`config.mk`:
```
export PLATFORM = sky130hd
export DESIGN_NAME = interrupt_vector_allocator_top_flat
export DESIGN_NICKNAME = d
export VERILOG_FILES = /design/src/rtl/core/ivalloc_pkg.sv /design/src/rtl/core/ivalloc_if.sv /design/src/rtl/core/ivalloc_ram.sv /design/src/rtl/core/interrupt_vector_allocator_top.sv /design/src/flat_wrapper.sv
export SDC_FILE = /design/constraint.sdc
export NUM_CORES = 2
export LEC_CHECK = 0
export BUFFER_PORTS_ARGS = -buffer_cell sky130_fd_sc_hd__buf_2
export CORE_UTILIZATION = 55
export DETAILED_ROUTE_END_ITERATION = 10
export HOLD_SLACK_MARGIN = 0.08
export PLACE_DENSITY = 0.67
export SYNTH_ARGS = -nofsm -noshare
export SYNTH_HDL_FRONTEND = slang
export SYNTH_SLANG_ARGS = --single-unit
```
`constraint.sdc`:
```
create_clock -name i_clk -period 4.7 [get_ports i_clk]
set_clock_uncertainty 0.05 [all_clocks]
set_input_delay 0 -clock i_clk [delete_from_list [all_inputs] [get_ports i_clk]]
set_output_delay 0 -clock i_clk [all_outputs]
set_load 0.01 [all_outputs]
```
`src/rtl/core/ivalloc_pkg.sv`:
```
// shared types, codes and default sizes for the interrupt vector allocator
// no dependencies; compile first

package ivalloc_pkg;

    // fixed field widths
    localparam int CMD_BITS   = 2;
    localparam int VEC_BITS   = 6;
    localparam int HIN_BITS   = 32;
    localparam int STAT_BITS  = 2;
    localparam int ENTRY_BITS = 2;

    // default sizes for the top level parameters
    localparam int DEF_NUM_VECTORS  = 64;
    localparam int DEF_ALLOC_FIRST  = 16;
    localparam int DEF_ALLOC_LAST   = 63;
    localparam int DEF_HANDLER_BITS = 32;

    typedef logic [CMD_BITS-1:0]   t_cmd;
    typedef logic [VEC_BITS-1:0]   t_vec;
    typedef logic [HIN_BITS-1:0]   t_handler;
    typedef logic [STAT_BITS-1:0]  t_status;
    typedef logic [ENTRY_BITS-1:0] t_entry;

    // commands
    localparam t_cmd CMD_ALLOC  = 2'd0;
    localparam t_cmd CMD_CLAIM  = 2'd1;
    localparam t_cmd CMD_FREE   = 2'd2;
    localparam t_cmd CMD_LOOKUP = 2'd3;

    // result status
    localparam t_status STAT_OK        = 2'd0;
    localparam t_status STAT_ALREADY   = 2'd1;
    localparam t_status STAT_NOT_ALLOC = 2'd2;
    localparam t_status STAT_NONE_FREE = 2'd3;

    // entry states
    localparam t_entry ENT_RESERVED  = 2'd0;
    localparam t_entry ENT_FREE      = 2'd1;
    localparam t_entry ENT_ALLOCATED = 2'd2;

endpackage

```
`src/rtl/core/ivalloc_if.sv`:
```
// request and result channel interfaces of the interrupt vector allocator
// depends on ivalloc_pkg

interface ivalloc_cmd_if import ivalloc_pkg::*; ();
    logic     valid;
    logic     ready;
    t_cmd     command;
    t_vec     vector;
    t_handler handler_value;

    modport source (output valid, output command, output vector, output handler_value,
                    input ready);
    modport sink   (input valid, input command, input vector, input handler_value,
                    output ready);
endinterface

interface ivalloc_rsp_if import ivalloc_pkg::*; ();
    logic     valid;
    logic     ready;
    t_status  status;
    t_vec     vector_out;
    t_handler handler_out;
    logic     used_default;

    modport source (output valid, output status, output vector_out, output handler_out,
                    output used_default, input ready);
    modport sink   (input valid, input status, input vector_out, input handler_out,
                    input used_default, output ready);
endinterface

```
`src/rtl/core/ivalloc_ram.sv`:
```
// generic single write port, single read port ram with registered read
// no dependencies

module ivalloc_ram #(
    parameter int WIDTH = 8,
    parameter int DEPTH = 64
) (
    input  logic                     i_clk,
    input  logic                     i_we,
    input  logic [$clog2(DEPTH)-1:0] i_waddr,
    input  logic [WIDTH-1:0]         i_wdata,
    input  logic [$clog2(DEPTH)-1:0] i_raddr,
    output logic [WIDTH-1:0]         o_rdata
);

    logic [WIDTH-1:0] r_mem [DEPTH];
    logic [WIDTH-1:0] r_rdata;

    always_ff @(posedge i_clk) begin
        if (i_we) begin
            r_mem[i_waddr] <= i_wdata;
        end
        r_rdata <= r_mem[i_raddr];
    end

    assign o_rdata = r_rdata;

endmodule

```
`src/rtl/core/interrupt_vector_allocator_top.sv`:
```
// interrupt vector allocator: sequencer, entry state ram and handler ram
// depends on ivalloc_pkg, ivalloc_if and ivalloc_ram
//
//  channel    dir  handshake      payload
//  i_cmd      in   valid/ready    command, vector, handler_value
//  o_rsp      out  valid/ready    status, vector_out, handler_out, used_default
//  i_cfg_*    in   write enable   default_handler (32 bits)
//
// claim, free and lookup are accepted with a ram read, then finish in the
// execute step, a read-modify-write for claim and free. allocate scans the
// state ram one entry a cycle from ALLOC_FIRST, at most the allocatable range.
// after reset a clearing pass writes every entry with i_cmd.ready low;
// configuration writes are taken at any time.
// a result waits in the output register; a full, stalled output holds the
// sequencer at its last step, and no new item is accepted until it moves.

module interrupt_vector_allocator_top import ivalloc_pkg::*; #(
    parameter int NUM_VECTORS  = DEF_NUM_VECTORS,
    parameter int ALLOC_FIRST  = DEF_ALLOC_FIRST,
    parameter int ALLOC_LAST   = DEF_ALLOC_LAST,
    parameter int HANDLER_BITS = DEF_HANDLER_BITS
) (
    input  logic               i_clk,
    input  logic               i_rst_n,
    ivalloc_cmd_if.sink        i_cmd,
    ivalloc_rsp_if.source      o_rsp,
    input  logic               i_cfg_we,
    input  logic [HIN_BITS-1:0] i_cfg_data
);

    localparam int AW        = $clog2(NUM_VECTORS);
    localparam int ALLOC_END = (ALLOC_LAST > NUM_VECTORS - 1) ? NUM_VECTORS - 1 : ALLOC_LAST;
    localparam bit RANGE_OK  = (ALLOC_FIRST <= ALLOC_END);
    localparam logic [AW-1:0] SCAN_FIRST = RANGE_OK ? AW'(ALLOC_FIRST) : '0;
    localparam logic [AW-1:0] SCAN_LAST  = AW'(ALLOC_END);
    localparam logic [AW-1:0] LAST_IDX   = AW'(NUM_VECTORS - 1);

    localparam logic [1:0] S_CLEAR = 2'd0;
    localparam logic [1:0] S_IDLE  = 2'd1;
    localparam logic [1:0] S_EXEC  = 2'd2;
    localparam logic [1:0] S_SCAN  = 2'd3;

    logic [1:0]              r_state, n_state;
    logic [AW-1:0]           r_idx, n_idx;
    t_cmd                    r_cmd;
    t_vec                    r_vec;
    logic [HANDLER_BITS-1:0] r_hval;
    logic                    r_in_table;
    t_handler                r_default;

    logic                    r_out_valid;
    t_status                 r_status;
    t_vec                    r_vout;
    t_handler                r_hout;
    logic                    r_used;

    logic                    in_acc;
    logic                    out_free;
    logic                    done;
    t_status                 res_status;
    t_vec                    res_vout;
    t_handler                res_hout;
    logic                    res_used;

    logic [AW-1:0]           raddr;
    logic                    st_we;
    t_entry                  st_wdata;
    t_entry                  st_rdata;
    logic                    hd_we;
    logic [HANDLER_BITS-1:0] hd_wdata;
    logic [HANDLER_BITS-1:0] hd_rdata;
    logic [HANDLER_BITS-1:0] look_h;
    logic [31:0]             idx_ext;
    t_entry                  clear_val;

    ivalloc_ram #(.WIDTH(ENTRY_BITS), .DEPTH(NUM_VECTORS)) u_state_ram (
        .i_clk   (i_clk),
        .i_we    (st_we),
        .i_waddr (r_idx),
        .i_wdata (st_wdata),
        .i_raddr (raddr),
        .o_rdata (st_rdata)
    );

    ivalloc_ram #(.WIDTH(HANDLER_BITS), .DEPTH(NUM_VECTORS)) u_handler_ram (
        .i_clk   (i_clk),
        .i_we    (hd_we),
        .i_waddr (r_idx),
        .i_wdata (hd_wdata),
        .i_raddr (raddr),
        .o_rdata (hd_rdata)
    );

    assign i_cmd.ready = (r_state == S_IDLE);
    assign in_acc      = i_cmd.valid && i_cmd.ready;
    assign out_free    = !r_out_valid || o_rsp.ready;

    // reset value of the entry being cleared, and the handler a lookup sees (zero outside the table)
    always_comb begin
        idx_ext   = 32'(r_idx);
        clear_val = (RANGE_OK && idx_ext >= 32'(ALLOC_FIRST) && idx_ext <= 32'(ALLOC_END))
                    ? ENT_FREE : ENT_RESERVED;
        look_h    = r_in_table ? hd_rdata : '0;
    end

    always_comb begin
        n_state    = r_state;
        n_idx      = r_idx;
        raddr      = r_idx;
        st_we      = 1'b0;
        st_wdata   = ENT_ALLOCATED;
        hd_we      = 1'b0;
        hd_wdata   = r_hval;
        done       = 1'b0;
        res_status = STAT_OK;
        res_vout   = r_vec;
        res_hout   = '0;
        res_used   = 1'b0;

        unique case (r_state)
            S_CLEAR: begin
                st_we    = 1'b1;
                st_wdata = clear_val;
                hd_we    = 1'b1;
                hd_wdata = '0;
                if (r_idx == LAST_IDX) begin
                    n_idx   = '0;
                    n_state = S_IDLE;
                end else begin
                    n_idx = r_idx + AW'(1);
                end
            end
            S_IDLE: begin
                if (in_acc) begin
                    if (i_cmd.command == CMD_ALLOC) begin
                        n_idx   = SCAN_FIRST;
                        raddr   = SCAN_FIRST;
                        n_state = S_SCAN;
                    end else begin
                        n_idx   = AW'(i_cmd.vector);
                        raddr   = AW'(i_cmd.vector);
                        n_state = S_EXEC;
                    end
                end
            end
            S_SCAN: begin
                if (!RANGE_OK) begin
                    res_status = STAT_NONE_FREE;
                    res_vout   = '0;
                    done       = out_free;
                end else if (st_rdata == ENT_FREE) begin
                    res_status = STAT_OK;
                    res_vout   = VEC_BITS'(r_idx);
                    done       = out_free;
                    st_we      = out_free;
                    hd_we      = out_free;
                end else if (r_idx == SCAN_LAST) begin
                    res_status = STAT_NONE_FREE;
                    res_vout   = '0;
                    done       = out_free;
                end else begin
                    n_idx = r_idx + AW'(1);
                    raddr = r_idx + AW'(1);
                end
                if (done) begin
                    n_state = S_IDLE;
                end
            end
            S_EXEC: begin
                done = out_free;
                case (r_cmd)
                    CMD_CLAIM: begin
                        if (!r_in_table) begin
                            res_status = STAT_NOT_ALLOC;
                        end else if (st_rdata == ENT_ALLOCATED) begin
                            res_status = STAT_ALREADY;
                        end else begin
                            st_we = out_free;
                            // a zero handler leaves the stored one in place
                            hd_we = out_free && (r_hval != '0);
                        end
                    end
                    CMD_FREE: begin
                        if (!r_in_table || st_rdata != ENT_ALLOCATED) begin
                            res_status = STAT_NOT_ALLOC;
                        end else begin
                            st_we    = out_free;
                            st_wdata = ENT_FREE;
                            hd_we    = out_free;
                            hd_wdata = '0;
                        end
                    end
                    CMD_LOOKUP: begin
                        if (look_h != '0) begin
                            res_hout = HIN_BITS'(look_h);
                        end else begin
                            res_hout = r_default;
                            res_used = 1'b1;
                        end
                    end
                    default: begin
                        res_status = STAT_OK;
                    end
                endcase
                if (done) begin
                    n_state = S_IDLE;
                end
            end
            default: begin
                n_state = S_IDLE;
            end
        endcase
    end

    always_ff @(posedge i_clk) begin
        if (!i_rst_n) begin
            r_state     <= S_CLEAR;
            r_idx       <= '0;
            r_out_valid <= 1'b0;
            r_default   <= '0;
        end else begin
            r_state <= n_state;
            r_idx   <= n_idx;
            if (i_cfg_we) begin
                r_default <= i_cfg_data;
            end
            if (done) begin
                r_out_valid <= 1'b1;
            end else if (o_rsp.ready) begin
                r_out_valid <= 1'b0;
            end
        end
    end

    // item capture and result payload
    always_ff @(posedge i_clk) begin
        if (in_acc) begin
            r_cmd      <= i_cmd.command;
            r_vec      <= i_cmd.vector;
            r_hval     <= HANDLER_BITS'(i_cmd.handler_value);
            r_in_table <= (32'(i_cmd.vector) < 32'(NUM_VECTORS));
        end
        if (done) begin
            r_status <= res_status;
            r_vout   <= res_vout;
            r_hout   <= res_hout;
            r_used   <= res_used;
        end
    end

    assign o_rsp.valid        = r_out_valid;
    assign o_rsp.status       = r_status;
    assign o_rsp.vector_out   = r_vout;
    assign o_rsp.handler_out  = r_hout;
    assign o_rsp.used_default = r_used;

`ifndef SYNTH
    // the scan never leaves the allocatable range
    a_scan_range: assert property (@(posedge i_clk) disable iff (!i_rst_n)
        (r_state == S_SCAN && RANGE_OK) |-> (r_idx >= SCAN_FIRST && r_idx <= SCAN_LAST))
        else $error("allocate scan index outside range");

    // an accepted item always starts the execute step or an allocate scan
    a_accept_start: assert property (@(posedge i_clk) disable iff (!i_rst_n)
        in_acc |=> (r_state == S_EXEC || r_state == S_SCAN))
        else $error("accepted item did not start");

    // the clearing pass runs to the last entry before taking items
    a_clear_full: assert property (@(posedge i_clk) disable iff (!i_rst_n)
        (r_state == S_CLEAR && r_idx != LAST_IDX) |=> (r_state == S_CLEAR))
        else $error("clearing pass ended early");

    // a result never overwrites one that is still waiting
    a_no_overwrite: assert property (@(posedge i_clk) disable iff (!i_rst_n)
        (r_out_valid && !o_rsp.ready) |-> !done)
        else $error("result overwritten while stalled");
`endif

endmodule
```
`src/flat_wrapper.sv`:
```
// flat-port wrapper written by rule: the top's interface ports become plain ports
module interrupt_vector_allocator_top_flat import ivalloc_pkg::*;
#(
    parameter int NUM_VECTORS  = DEF_NUM_VECTORS,
    parameter int ALLOC_FIRST  = DEF_ALLOC_FIRST,
    parameter int ALLOC_LAST   = DEF_ALLOC_LAST,
    parameter int HANDLER_BITS = DEF_HANDLER_BITS
)
  (i_clk, i_rst_n, i_cfg_we, i_cfg_data, i_cmd_valid, i_cmd_command, i_cmd_vector, i_cmd_handler_value, i_cmd_ready, o_rsp_valid, o_rsp_status, o_rsp_vector_out, o_rsp_handler_out, o_rsp_used_default, o_rsp_ready);
  ivalloc_cmd_if i_cmd_i ();
  ivalloc_rsp_if o_rsp_i ();
  input  logic i_clk;
  input  logic i_rst_n;
  input  logic i_cfg_we;
  input  logic [HIN_BITS-1:0] i_cfg_data;
  input wire logic [$bits(i_cmd_i.valid)-1:0] i_cmd_valid;
  input wire logic [$bits(i_cmd_i.command)-1:0] i_cmd_command;
  input wire logic [$bits(i_cmd_i.vector)-1:0] i_cmd_vector;
  input wire logic [$bits(i_cmd_i.handler_value)-1:0] i_cmd_handler_value;
  output wire logic [$bits(i_cmd_i.ready)-1:0] i_cmd_ready;
  output wire logic [$bits(o_rsp_i.valid)-1:0] o_rsp_valid;
  output wire logic [$bits(o_rsp_i.status)-1:0] o_rsp_status;
  output wire logic [$bits(o_rsp_i.vector_out)-1:0] o_rsp_vector_out;
  output wire logic [$bits(o_rsp_i.handler_out)-1:0] o_rsp_handler_out;
  output wire logic [$bits(o_rsp_i.used_default)-1:0] o_rsp_used_default;
  input wire logic [$bits(o_rsp_i.ready)-1:0] o_rsp_ready;
  assign i_cmd_i.valid = i_cmd_valid;
  assign i_cmd_i.command = i_cmd_command;
  assign i_cmd_i.vector = i_cmd_vector;
  assign i_cmd_i.handler_value = i_cmd_handler_value;
  assign i_cmd_ready = i_cmd_i.ready;
  assign o_rsp_valid = o_rsp_i.valid;
  assign o_rsp_status = o_rsp_i.status;
  assign o_rsp_vector_out = o_rsp_i.vector_out;
  assign o_rsp_handler_out = o_rsp_i.handler_out;
  assign o_rsp_used_default = o_rsp_i.used_default;
  assign o_rsp_i.ready = o_rsp_ready;
  interrupt_vector_allocator_top #(.NUM_VECTORS(NUM_VECTORS), .ALLOC_FIRST(ALLOC_FIRST), .ALLOC_LAST(ALLOC_LAST), .HANDLER_BITS(HANDLER_BITS)) u_core (.i_clk(i_clk), .i_rst_n(i_rst_n), .i_cmd(i_cmd_i), .o_rsp(o_rsp_i), .i_cfg_we(i_cfg_we), .i_cfg_data(i_cfg_data));
endmodule
```
## Word-level counts from Yosys, hierarchy flattened

Memories as Yosys holds them, arrays and structs flattened. A register that Yosys moved wholly into a read port is not among the register bits.
Index checks and enable logic that the tools add are counted.

- Bits of input ports: 77
- Memories kept: 2
- Register bits after elaboration: 122
- Memory bits (writable): 2176
- Output and inout bits: 43
- Logic and storage cells: 90

- Magnitude comparators: 1
- Add/sub/neg operators: 1
- Equality and inequality tests: 14
- Muxes and demuxes: 49
- Reduce and logical (&&, ||, !) cells: 12

Memory list:

| memory | words | bits a word | rd ports | clocked after memory_dff | write ports | line | text |
|---|---|---|---|---|---|---|---|
| u_core.u_handler_ram.r_mem | 64 | 32 | 1 | 1 | 1 | ivalloc_ram.sv:16 | `logic [WIDTH-1:0] r_mem [DEPTH];` |
| u_core.u_state_ram.r_mem | 64 | 2 | 1 | 1 | 1 | ivalloc_ram.sv:16 |  |

Operators with widths:

| cell | number |
|---|---|
| 2-to-1 mux 32 bit | 3 |
| case mux 32 bit (2 select lines) | 1 |
| nonzero test 32 bit | 2 |
| 2-to-1 mux 6 bit | 8 |
| 2-to-1 mux 2 bit | 9 |
| case mux 6 bit (3 select lines) | 1 |
| 2-to-1 mux 1 bit | 17 |
| case mux 2 bit (2 select lines) | 3 |
| case mux 6 bit (2 select lines) | 1 |
| equality test 2 bit (second input constant) | 5 |
| case mux 2 bit (4 select lines) | 1 |
| adder 6 x 1 -> 6 bit (second input constant) | 1 |
| equality test 2 x 1 -> 1 bit (second input constant) | 3 |
| equality test 6 bit (second input constant) | 1 |
| greater-or-equal comparator 6 x 5 -> 1 bit (second input constant) | 1 |
| != test 2 x 1 -> 1 bit (second input constant) | 3 |
| case mux 1 bit (2 select lines) | 3 |
| case mux 1 bit (3 select lines) | 2 |
| logical NOT 2 bit | 2 |
| != test 2 bit (second input constant) | 2 |
| AND reduction 4 bit | 1 |
| nonzero test 3 bit | 1 |
| logical AND 1 bit | 2 |
| AND reduction 2 bit | 1 |
| other kinds (3) | 3 |

## Depth between registers and ports, before layout

- Depth after elaboration: 8
- Depth in mapped cells: 17

## Cells and area by module

A second synthesis with hierarchy kept.

- Cells, all modules: 4127
- Area, all modules: 89193.0 um2

By module, submodules not included:

| module | cells an instance | area an instance (um2) | instances | seq. area each (um2) |
|---|---|---|---|---|
| ivalloc_ram at u_core.u_handler_ram | 3324 | 78512.8 | 1 | 62139.6 |
| ivalloc_ram at u_core.u_state_ram | 324 | 5397.7 | 1 | 3883.7 |
| interrupt_vector_allocator_top | 479 | 5282.6 | 1 | 3253.1 |

## Least setup slack after synthesis

OpenSTA, ideal clock, no wires.

- Path kind: reg-to-reg
- Start point: register u_core.r_cmd[0]
- End point: memory u_core.u_state_ram.r_mem[0][0] in the netlist's numbering (data pin)
- Required time: 4.102 ns
- Stages on the path, launching flop included: 8
- Setup slack: 0.373 ns
- Data arrival time: 3.729 ns
- Cell sequence: edfxtp_1 inv_1 ha_1 nand2_1 a21oi_1 clkbuf_1 inv_1 a21oi_1

- Longest elaborated chain between the ends: 3

RTL lines:

| what | line | text |
|---|---|---|
| from (decl) | interrupt_vector_allocator_top.sv:45 | `t_cmd r_cmd;` |
| from (signal assigned) | interrupt_vector_allocator_top.sv:238 | `r_cmd <= i_cmd.command;` |
| equality test 2 bit | interrupt_vector_allocator_top.sv:171 | `case (r_cmd)` |
| 2-to-1 mux 2 bit | interrupt_vector_allocator_top.sv:171 |  |
| case mux 2 bit (2 select lines) | interrupt_vector_allocator_top.sv:120 | `unique case (r_state)` |
| named net u_core.st_wdata[0] | interrupt_vector_allocator_top.sv:67 | `t_entry st_wdata;` |
| to (decl) | ivalloc_ram.sv:16 |  |

The timed path passes the listed nets, and every way through them passes these cells.

## Worst setup path in the final report

- Start point: register u_core.r_idx[0]
- End point: register u_core.u_handler_ram.r_rdata[29], in the netlist u_core.u_handler_ram.o_rdata[29], read port of u_core.u_handler_ram.r_mem

- Longest elaborated chain between the ends: 4

RTL lines:

| what | line | text |
|---|---|---|
| from (decl) | interrupt_vector_allocator_top.sv:44 | `logic [AW-1:0] r_idx, n_idx;` |
| from (signal assigned) | interrupt_vector_allocator_top.sv:223 | `r_idx <= n_idx;` |
| adder 6 x 1 -> 6 bit or equality test 6 bit (tied branches) | interrupt_vector_allocator_top.sv:163, interrupt_vector_allocator_top.sv:157 |  |
| 2-to-1 mux 6 bit | -- |  |
| 2-to-1 mux 6 bit | interrupt_vector_allocator_top.sv:151 | `end else if (st_rdata == ENT_FREE) begin` |
| case mux 6 bit (2 select lines) (*) | interrupt_vector_allocator_top.sv:120 |  |
| to (decl) | ivalloc_ram.sv:17 | `logic [WIDTH-1:0] r_rdata;` |

Every way passes the cells marked *; elsewhere a longest branch is shown, timed or not.
A chain may end at the register's enable or synchronous reset.

==> metrics <==
run status complete, no violations; Max-Cap Viols 0; CTS H-Tree Depth 4; pre-CTS worst setup slack -0.175 ns; gr busiest metal met2; vias 51.3k; post-synthesis share of cell area spent on xor and xnor gates 0.000194; detailed placement HPWL 159000 um; GR Layer Usage met1 0.461; cell repeated most along the worst path sky130_fd_sc_hd__buf_12; clk root buf sky130_fd_sc_hd__clkbuf_16; final number of setup-violating endpoints 0; met2 Resource Use GR 0.500; maximum number of pins on one net before global-route repair 66; clock latency of the later-clocked register in the worst-skew pair 0.87 ns; transition time at the pin with the least slew margin 1.44 ns; Final Hold Viols 0; multiplexer share of the synthesized area 0.135; residual DRC count 0; kind of start point of the critical path flip-flop; Leak Pwr 0.0354 uW; Starting Density 0.554; flops & latches, synth 2332; Die Span Y 407 um; met3 Use GR 0.0945; type of the most critical hold path primary input to flip-flop; core area 163000 um^2; summed instance area of the synthesized netlist 90300 um^2; first-pass GRT wire length 383000 um; synthesis-to-finish area growth 16.9%; worst voltage drop across the vdd grid 376 uV; count of synthesis-stage warnings from yosys 0; detail-routed via count per cell 6.75; critical path's largest stage delay 0.70 ns; setup slack of the critical path after layout 0.193 ns; mean instance size in the synthesized netlist 19.6 um^2; I/O pins 120; complex-gate fraction of the synthesized area 0.0306; Setup crit end kind flip-flop; critical setup path kind flip-flop to flip-flop; number of DRC violations after detailed-routing iteration 0 8394; Critical Path AT 5.18 ns; Highest Clock Rate 222 MHz; cell count after synthesis 4611; crit path time final 4.51 ns; crit path max-delay cell type sky130_fd_sc_hd__a311oi_1; count of input and output buffers 119; proportion of synthesized chip area in sequential cells 0.767; CP Data Required Time 5.37 ns; wire length after detailed routing 273000 um; number of nets in the synthesized netlist 4693; Clock Sink Count 2332; cell row count 148; fraction of final layout cells sized beyond drive strength 1 0.255; final slew viol count 0; via count of the first global-routing pass 50.0k; critical path peak fanout 26; reg-to-reg slack, setup 0.19 ns; average detailed-routed wire length per instance 36.0 um; nets@finish 5314; Clock transition at path regs 0.06 ns; cell breakdown of the critical path ha_1 -> and4_1 -> and2_1 -> inv_1 -> ha_1 -> nor3_4 -> nor3_4 -> buf_12 -> buf_4 -> buf_12 -> buf_12 -> nor2_1 -> buf_4 -> a31oi_1 -> a311oi_1 -> a32oi_1; initial antenna violation count 14; ratio of final minimum period to clock period 0.959; Die Footprint 166000 um^2; overflow left after global routing 0; horizontal die dimension 407 um; ratio of total power to cell area 411 nW/um^2; post-layout utilization of the core 0.648; fraction of registers with async set/reset 0; residual antenna-violating net count after detailed routing 0; TritonCTS clock tree yes; Worst slew margin 0.0357; overall fraction of global-route tracks in use 0.330; adder-cell area share of the yosys netlist 0.000693; dominant combinational cell family by area after synthesis multiplexers; drt first pass iters 6; unrepaired setup endpoints after global routing false; buffer levels on the longest clock path 3; count of flip-flops with a built-in enable after synthesis 2257; number of buffers created by CTS 220; count of cell types in the netlist 73; placer congestion estimate 0.923; primary flip-flop cell chosen by synthesis mapping sky130_fd_sc_hd__edfxtp_1; Simple-Gate Fraction of Synth Area 0.0479
## cells in the final DEF, fill, tap and decap left out, types with 16 or more instances in the layout
master                          instances
sky130_fd_sc_hd__edfxtp_1            2257
sky130_fd_sc_hd__mux4_2               470
sky130_fd_sc_hd__nand2_1              384
sky130_fd_sc_hd__buf_4                267
sky130_fd_sc_hd__clkbuf_16            223
sky130_fd_sc_hd__dlygate4sd3_1        213
sky130_fd_sc_hd__nand3_1              153
sky130_fd_sc_hd__nor2_1               153
sky130_fd_sc_hd__mux2i_1              144
sky130_fd_sc_hd__buf_2                119
sky130_fd_sc_hd__a21oi_1               94
sky130_fd_sc_hd__dfxtp_1               75
sky130_fd_sc_hd__buf_12                70
sky130_fd_sc_hd__nor2_4                66
sky130_fd_sc_hd__clkbuf_1              65
sky130_fd_sc_hd__o21ai_0               52
sky130_fd_sc_hd__a22oi_1               43
sky130_fd_sc_hd__clkinv_2              38
sky130_fd_sc_hd__nor2b_1               37
sky130_fd_sc_hd__clkinv_1              37
sky130_fd_sc_hd__nand4_1               33
sky130_fd_sc_hd__nor2b_4               32
sky130_fd_sc_hd__a311oi_1              21
sky130_fd_sc_hd__a221oi_1              21
sky130_fd_sc_hd__a31oi_1               20
sky130_fd_sc_hd__nor4_1                20
sky130_fd_sc_hd__bufinv_16             18
sky130_fd_sc_hd__a32oi_1               16
## Yosys cell counts (7+ instances only)
| library cell | instances | area, um^2 |
|---|---|---|
| sky130_fd_sc_hd__a22o_1 | 12 | 105 |
| sky130_fd_sc_hd__a221oi_1 | 22 | 193 |
| sky130_fd_sc_hd__clkbuf_1 | 97 | 364 |
| sky130_fd_sc_hd__dfxtp_1 | 75 | 1500 |
| sky130_fd_sc_hd__a211oi_1 | 13 | 97.6 |
| sky130_fd_sc_hd__nand4_1 | 33 | 206 |
| sky130_fd_sc_hd__nand2_1 | 386 | 1450 |
| sky130_fd_sc_hd__a21oi_1 | 98 | 490 |
| sky130_fd_sc_hd__nor2_1 | 223 | 837 |
| sky130_fd_sc_hd__or3_1 | 8 | 50.1 |
| sky130_fd_sc_hd__nand3_1 | 154 | 771 |
| sky130_fd_sc_hd__buf_1 | 11 | 41.3 |
| sky130_fd_sc_hd__mux4_2 | 470 | 10600 |
| sky130_fd_sc_hd__a22oi_1 | 43 | 323 |
| sky130_fd_sc_hd__mux2_2 | 15 | 169 |
| sky130_fd_sc_hd__buf_6 | 23 | 259 |
| sky130_fd_sc_hd__nor4_1 | 20 | 125 |
| sky130_fd_sc_hd__o31a_1 | 8 | 70.1 |
| sky130_fd_sc_hd__inv_1 | 12 | 45.0 |
| sky130_fd_sc_hd__nand2b_1 | 10 | 62.6 |
| sky130_fd_sc_hd__mux2i_1 | 145 | 1450 |
| sky130_fd_sc_hd__buf_2 | 87 | 435 |
| sky130_fd_sc_hd__o22ai_1 | 13 | 81.3 |
| sky130_fd_sc_hd__o21ai_0 | 52 | 260 |
| sky130_fd_sc_hd__a311oi_1 | 21 | 184 |
| sky130_fd_sc_hd__nor3_1 | 16 | 80.1 |
| sky130_fd_sc_hd__o221ai_1 | 15 | 131 |
| sky130_fd_sc_hd__a32oi_1 | 16 | 140 |
| sky130_fd_sc_hd__nor2b_1 | 69 | 432 |
| sky130_fd_sc_hd__a31oi_1 | 20 | 125 |
| sky130_fd_sc_hd__o211ai_1 | 11 | 82.6 |
| sky130_fd_sc_hd__buf_4 | 42 | 315 |
| sky130_fd_sc_hd__and3_1 | 13 | 81.3 |
| sky130_fd_sc_hd__and2_1 | 7 | 43.8 |
| sky130_fd_sc_hd__edfxtp_1 | 2257 | 67800 |
## cell families after synthesis
kind of cell,after synthesis
DFF,2332
and+or+nand+nor,960
muxes,630
AOI/OAI and AO/OA,398
buffers and inverters,284
adders and majority gates,5
xor gates and xnor gates,2
## final timing paths
path / from / endpoint / depth (start not counted)
worst min-delay path: o_rsp_ready / u_core.r_state[1] / 5
worst min register to register: u_core.r_vec[3] / u_core.o_rsp.vector_out[3] / 1
worst max register to register: u_core.r_idx[0] / u_core.u_handler_ram.o_rdata[29] / 16
worst max-delay path: u_core.r_idx[0] / u_core.u_handler_ram.o_rdata[29] / 16
## final cells by class
type	count	area (um^2)
Inverter	13	48.8
Multi-Input combinational cell	1995	20300
Tap cell	2175	2720
Clock buffer	303	6030
Fill cell	10600	57400
Timing Repair Buffer	670	6140
Antenna cell	3	7.51
Sequential cell	2332	69300
Clock inverter	110	1070
## through the flow
stage	total power, uW	TNS [ns]	instance area (um^2)	std cells	hold slack [ns]
after detailed placement	25900	-0.467	96300	6970	0.128
after floorplan	24800	0	90300	4611	0.0489
after CTS	43300	0	106000	7598	0.0881
final	43400	0	106000	7601	0.145
after global routing	44300	0	106000	7598	0.169
after global placement	25900	-0.322	96300	6969	0.131
## what timing repair did
action | 4_1_cts | 5_1_grt
hold endpoints to repair | 121 | 0
pin swaps | 1 | 0
setup buffers | 2 | 0
setup endpoints to repair | 8 | 3
gates cloned | 0 | 0
resized for setup | 0 | 3
hold buffers | 213 | 0
## sequential cells by signal, indices dropped and copies added, names as in the netlist
register	cells
u_core.r_vec	6
u_core.r_default	32
u_core.o_rsp.valid	1
u_core.u_handler_ram.o_rdata	32
u_core.r_cmd	2
u_core.r_hval	32
u_core.u_state_ram.r_mem	128
u_core.u_state_ram.o_rdata	2
u_core.r_idx	6
u_core.o_rsp.status	2
u_core.o_rsp.handler_out	32
u_core.o_rsp.vector_out	6
u_core.r_state	2
u_core.o_rsp.used_default	1
u_core.u_handler_ram.r_mem	2048
## routing by layer
metal | routed length [um] | share of wire
met3 | 36400 | 0.13
met2 | 126000 | 0.46
met1 | 100000 | 0.37
met4 | 11000 | 0.040
met5 | 108 | 0.00040
## worst max-delay path, delay by kind of cell (launching register included)
family                     cells  cell delay (ns)
buffers and inverters          6             1.11
and+or+nand+nor                5             1.38
DFF                            1             0.34
adders and majority gates      2             0.49
AOI/OAI and AO/OA              3             0.96
## power breakdown
part | internal (uW) | switching [uW]
logic | 1220 | 1580
clock network | 9950 | 7700
registers | 22600 | 266
total | 33800 | 9540
(Power assumes the default switching activity.)
